File: src/mdp_pkg.sv
// shared widths, register indexes, reset values and pipeline control type
`timescale 1ns / 1ps

package mdp_pkg;

    localparam int MAX_IMAGE_SIDE = 2048;

    localparam int DEPTH_W  = 16;
    localparam int MASK_W   = 8;
    localparam int PIX_W    = 11;
    localparam int INV_W    = 25;
    localparam int CTR_W    = 12;
    localparam int SCALE_W  = 16;
    localparam int COORD_W  = 24;
    localparam int Z_W      = 16;
    localparam int CFG_IDX_W  = 3;
    localparam int CFG_DATA_W = 25;

    // split point of the reciprocal for the two partial products
    localparam int INV_LO_W = 13;
    localparam int INV_HI_W = INV_W - INV_LO_W;
    localparam int MZ_W     = CTR_W + Z_W;
    localparam int SUM_W    = MZ_W + INV_W + 1;
    localparam int FRAC_W   = 25;
    localparam int Q_W      = SUM_W - FRAC_W;

    localparam logic [CFG_IDX_W-1:0] CFG_INV_FOCAL_X   = 3'd0;
    localparam logic [CFG_IDX_W-1:0] CFG_INV_FOCAL_Y   = 3'd1;
    localparam logic [CFG_IDX_W-1:0] CFG_CENTER_X_HALF = 3'd2;
    localparam logic [CFG_IDX_W-1:0] CFG_CENTER_Y_HALF = 3'd3;
    localparam logic [CFG_IDX_W-1:0] CFG_DEPTH_SCALE   = 3'd4;
    localparam logic [CFG_IDX_W-1:0] CFG_SKIP_MASK     = 3'd5;

    localparam logic [INV_W-1:0]   RST_INV_FOCAL   = 25'd43993;
    localparam logic [CTR_W-1:0]   RST_CENTER_X    = 12'd641;
    localparam logic [CTR_W-1:0]   RST_CENTER_Y    = 12'd481;
    localparam logic [SCALE_W-1:0] RST_DEPTH_SCALE = 16'd256;
    localparam logic [MASK_W-1:0]  RST_SKIP_MASK   = 8'd255;

    localparam logic [COORD_W-1:0] COORD_MAX = 24'h7FFFFF;
    localparam logic [COORD_W-1:0] COORD_MIN = 24'h800000;

    // per-stage advance strobes for the axis datapath
    typedef struct packed {
        logic s3;
        logic s4;
        logic s5;
        logic s6;
    } t_stage_adv;

endpackage

File: src/mdp_axis.sv
// one axis of the back-projection: offset times z times reciprocal, rounded and saturated
`timescale 1ns / 1ps

module mdp_axis
    import mdp_pkg::*;
(
    input  logic                      i_clk,
    input  t_stage_adv                i_adv,
    input  logic [CTR_W-1:0]          i_mag,
    input  logic                      i_neg,
    input  logic [Z_W-1:0]            i_z,
    input  logic [INV_W-1:0]          i_inv,
    output logic signed [COORD_W-1:0] o_coord
);

    logic [MZ_W-1:0]              r_mz3;
    logic                         r_neg3;
    logic [MZ_W+INV_LO_W-1:0]     r_lo4;
    logic [MZ_W+INV_HI_W-1:0]     r_hi4;
    logic                         r_neg4;
    logic [Q_W-1:0]               r_q5;
    logic                         r_neg5;
    logic [COORD_W-1:0]           r_coord6;

    logic [SUM_W-1:0]   n_sum;
    logic [COORD_W-1:0] n_coord;

    always_comb begin
        n_sum = {1'b0, r_hi4, {INV_LO_W{1'b0}}}
              + {{(SUM_W-MZ_W-INV_LO_W){1'b0}}, r_lo4}
              + (SUM_W'(1) << (FRAC_W - 1));
    end

    always_comb begin
        if (r_neg5) begin
            if (r_q5 >= Q_W'(COORD_MIN)) begin
                n_coord = COORD_MIN;
            end else begin
                n_coord = -r_q5[COORD_W-1:0];
            end
        end else begin
            if (r_q5 > Q_W'(COORD_MAX)) begin
                n_coord = COORD_MAX;
            end else begin
                n_coord = r_q5[COORD_W-1:0];
            end
        end
    end

    always_ff @(posedge i_clk) begin
        if (i_adv.s3) begin
            r_mz3  <= i_mag * i_z;
            r_neg3 <= i_neg;
        end
        if (i_adv.s4) begin
            r_lo4  <= r_mz3 * i_inv[INV_LO_W-1:0];
            r_hi4  <= r_mz3 * i_inv[INV_W-1:INV_LO_W];
            r_neg4 <= r_neg3;
        end
        if (i_adv.s5) begin
            r_q5   <= n_sum[SUM_W-1:FRAC_W];
            r_neg5 <= r_neg4;
        end
        if (i_adv.s6) begin
            r_coord6 <= n_coord;
        end
    end

    assign o_coord = r_coord6;

endmodule

File: config.mk
export PLATFORM = sky130hd
export DESIGN_NAME = mdp_axis
export DESIGN_NICKNAME = d
export VERILOG_FILES = /design/src/mdp_pkg.sv /design/src/mdp_axis.sv
export SDC_FILE = /design/constraint.sdc
export NUM_CORES = 2
export LEC_CHECK = 0
export ABC_CLOCK_PERIOD_IN_PS = 20100
export BUFFER_PORTS_ARGS = -buffer_cell sky130_fd_sc_hd__buf_2
export CORE_ASPECT_RATIO = 1.5
export CORE_MARGIN = 5
export CORE_UTILIZATION = 25
export CTS_BUF_LIST = sky130_fd_sc_hd__clkbuf_8
export DETAILED_ROUTE_END_ITERATION = 8
export SYNTH_ARGS = -nofsm -noshare
export SYNTH_HDL_FRONTEND = slang
export SYNTH_SLANG_ARGS = --single-unit
File: constraint.sdc
create_clock -name i_clk -period 20.1 [get_ports i_clk]
set_input_delay 2.01 -clock i_clk [delete_from_list [all_inputs] [get_ports i_clk]]
set_output_delay 2.01 -clock i_clk [all_outputs]
set_load 0.03 [all_outputs]
==> flow_summary.yaml <==
yosys:
  yosys_warnings: 0
  synth_top_area_share_pct: 40.42
  synthFlopType: "edfxtp_1"
  synth_nets: 4689
  yosysTopAreaCell: "fa_1"
  ys_seq_elements: 152
  synth_cells: 3663
  yosysSeqAreaShare_pct: 13.46
  synth_edf_count: 152
  synth_area_leaders: "fa_1 (40%), edfxtp_1 (13%), ha_1 (10%)"
  async_reset_ff_share_pct: 0
  yosysUniqueCellTypes: 65
  syn_avg_cell_area_um2: 9.261
  synth.cell_area_um2: 33920
floorplan:
  die_area_um2: 143300
  rows: 165
  chipWidth_um: 310.8
  io_pins: 83
  core_um2: 134800
  fp.dieH_um: 461.2
  start_util_pct: 25.16
clocking:
  htreeDepth: 4
  cts.path.max_buffers: 2
  cts_resized: 0
  clk_pin_slew_ns: 0.12
  cts_tree: "done"
  cts_setup_buffers: 0
  cts_hold_buf: 0
  clockRootBuffer: "clkbuf_8"
  cts_buffers: 17
  worst_skew_pair.late_latency_ns: 0.57
  clkSinkCount: 152
sta:
  finalSetupViolations: 0
  finalCriticalPeriod_ns: 8.171
  max_freq_ghz: 0.1224
  drv_slew: 0
  finalClockSkew_ns: 0.04259
  finalHoldViolCount: 0
  min_period_over_period_pct: 40.65
  max_slew_margin_pct: 19.13
  worst_pin_slew_ns: 1.213
  final.setup.tns_ns: 0
  rsz0062_at_grt: "false"
  layout_setup_ws_ns: 11.93
worst_setup_path:
  crit_top_cell: "fa_1"
  cp_top_family: "adder cells"
  cp_slowest_stage_delay_ns: 0.93
  crit_buf_inv: 4
  reg2reg_setup_slack_ns: 13.16
  critPathSlowestCell: "a2111oi_0"
  cp.required_ns: 20.42
  r2r_cells: 21
  path_max_fanout: 28
  start_kind: "primary input"
  r2r-end: "r_lo4[39]"
  worst_setup_path_end_kind: "register"
  critical_path.cell_chain: "buf_2 > nand2_1 > fa_1 > inv_1 > fa_1 > fa_1 > fa_1 > inv_1 > fa_1 > inv_1 > ha_1 > a211oi_1 > o21ai_0 > a211oi_1 > o221ai_1 > a2111oi_0 > o31ai_1 > a21oi_1 > o21ai_0 > xnor2_1"
  r2r_start: "r_mz3[7]"
  arrival_ns: 8.50
  critical_path_class: "in -> reg"
min_path:
  holdCritStartpoint: "r_neg4"
  min_path_cells: 0
  holdCritPathClass: "reg -> reg"
  holdPathEnd: "r_neg5"
run_status:
  status: "finished, final reports clean"
finish:
  fin_nets: 4648
  final_common_cell: "inv_1"
  drive_above_1_share_pct: 4.375
  areaGrowthSynthToFinish_pct: 7.771
  final.fill_count: 14310
  mostFrequentLayoutCells: "inv_1 (783), fa_1 (685), nand2_1 (648)"
global_routing:
  grt_max_degree: 52
  overflow: 0
  grt_antenna_before_repair: 9
  grt_usage_pct: 12.34
  grt_first_pass_wirelength_um: 141900
  grt_pass1_vias: 26800
flow_run:
  max-cap-violations: 0
drt:
  dr_total_vias: 24370
  avgRoutedWirePerCell_um: 16.12
  drtIter0Drc: 1119
  vias_per_cell: 4.522
  route.detailed.drc: 0
  routed_wl_um: 86850
  first_pass_iters: 7
  ant_nets: 0
place:
  gp_congestion: 0.8264
  pre_cts_ws_ns: 11.32
  hpwl_um: 68060
  portBuffers: 82
[cells in the mapped netlist, drive strengths merged, types with 3 or more instances]
cell and instances:
a211oi 16, inv 783, o211ai 7, edfxtp 152, nor4 4, o31ai 12, o21a 16, or4 7
o21bai 11, nand3 26, xnor2 79, nand2b 15, o41ai 6, a21oi 87, clkbuf 167, or2 4
xor2 39, a2111oi 3, o221ai 3, and3 10, nor2 64, nand4 17, nor2b 10, nor3b 4
or3 11, nor3 24, and4 5, a21o 28, a31oi 11, o211a 3, fa 685, and2 310
ha 282, buf 5, o21ai 74, o311ai 5, nand2 648
[through the flow]
| step | area, µm² | cells | util (%) | hold WS, ns |
|---|---|---|---|---|
| final | 36560 | 5389 | 27.12 | 0.4303 |
| after global routing | 36560 | 5388 | 27.12 | 0.4673 |
| after CTS | 36550 | 5387 | 27.11 | 0.4320 |
| after detailed placement | 36110 | 5356 | 26.78 | 0.4054 |
| after global placement | 36110 | 5356 | 26.78 | 0.4051 |
| after floorplan | 33920 | 3663 | - | 0.4003 |
[layer usage]
layer	vias to the layer above	wire [µm]	share of wire, %	global-route usage (%)
met3	197	3824	4.4	1.526
met5	-	27	0.031	0
met2	607	44400	51	22.57
met1	12550	34820	40	14.45
met4	4	3781	4.4	5.594
li1	11020	-	-	-
[how the worst max path moves through the flow]
stage,start,end,slack (ns),depth (start not counted)
finish,i_inv[7],r_lo4[39],11.93,20
global route,i_inv[7],r_lo4[39],11.37,20
CTS,i_inv[7],r_lo4[39],11.96,20
detailed placement,i_inv[7],r_lo4[38],11.32,20
global placement,i_inv[7],r_lo4[38],11.36,20
floorplan,i_inv[4],r_lo4[38],12.27,21
[kinds of logic after synthesis]
kind of cell	share of synthesized area (%)
flops	13.46
compound gates	5.850
mux	0.05902
buf+inv	10.57
simple gates	16.20
fa+ha+maj	50.83
xor+xnor	3.047
[worst reg2reg max path, delay by kind of cell (launching register included)]
kind	cells	cell delay, ns
DFF	1	0.40
adders and majority gates	6	2.79
AOI/OAI and AO/OA	7	2.44
and+or+nand+nor	2	0.45
buffers and inverters	5	0.48
xor gates and xnor gates	1	0.15
[cell type report]
type | instances | area, µm² | share of cell area, %
Timing Repair Buffer | 112 | 638.1 | 1.745
Clock buffer | 17 | 234.0 | 0.6400
Antenna cell | 2 | 5.005 | 0.01369
Multi-Input combinational cell | 2556 | 25770 | 70.50
Inverter | 783 | 2939 | 8.039
Clock inverter | 14 | 211.5 | 0.5784
Sequential cell | 152 | 4564 | 12.49
Tap cell | 1753 | 2193 | 6.000
[flip-flops by register name, indices dropped and copies added, names as in the netlist]
register and cells:
r_hi4 40, r_q5 29, r_lo4 28, r_mz3 28, o_coord 24, r_neg3 1
r_neg4 1, r_neg5 1
Power is left out: the tool's default activity adds up to more than one toggle a clock period on the data nets, which glitch-free logic cannot reach.
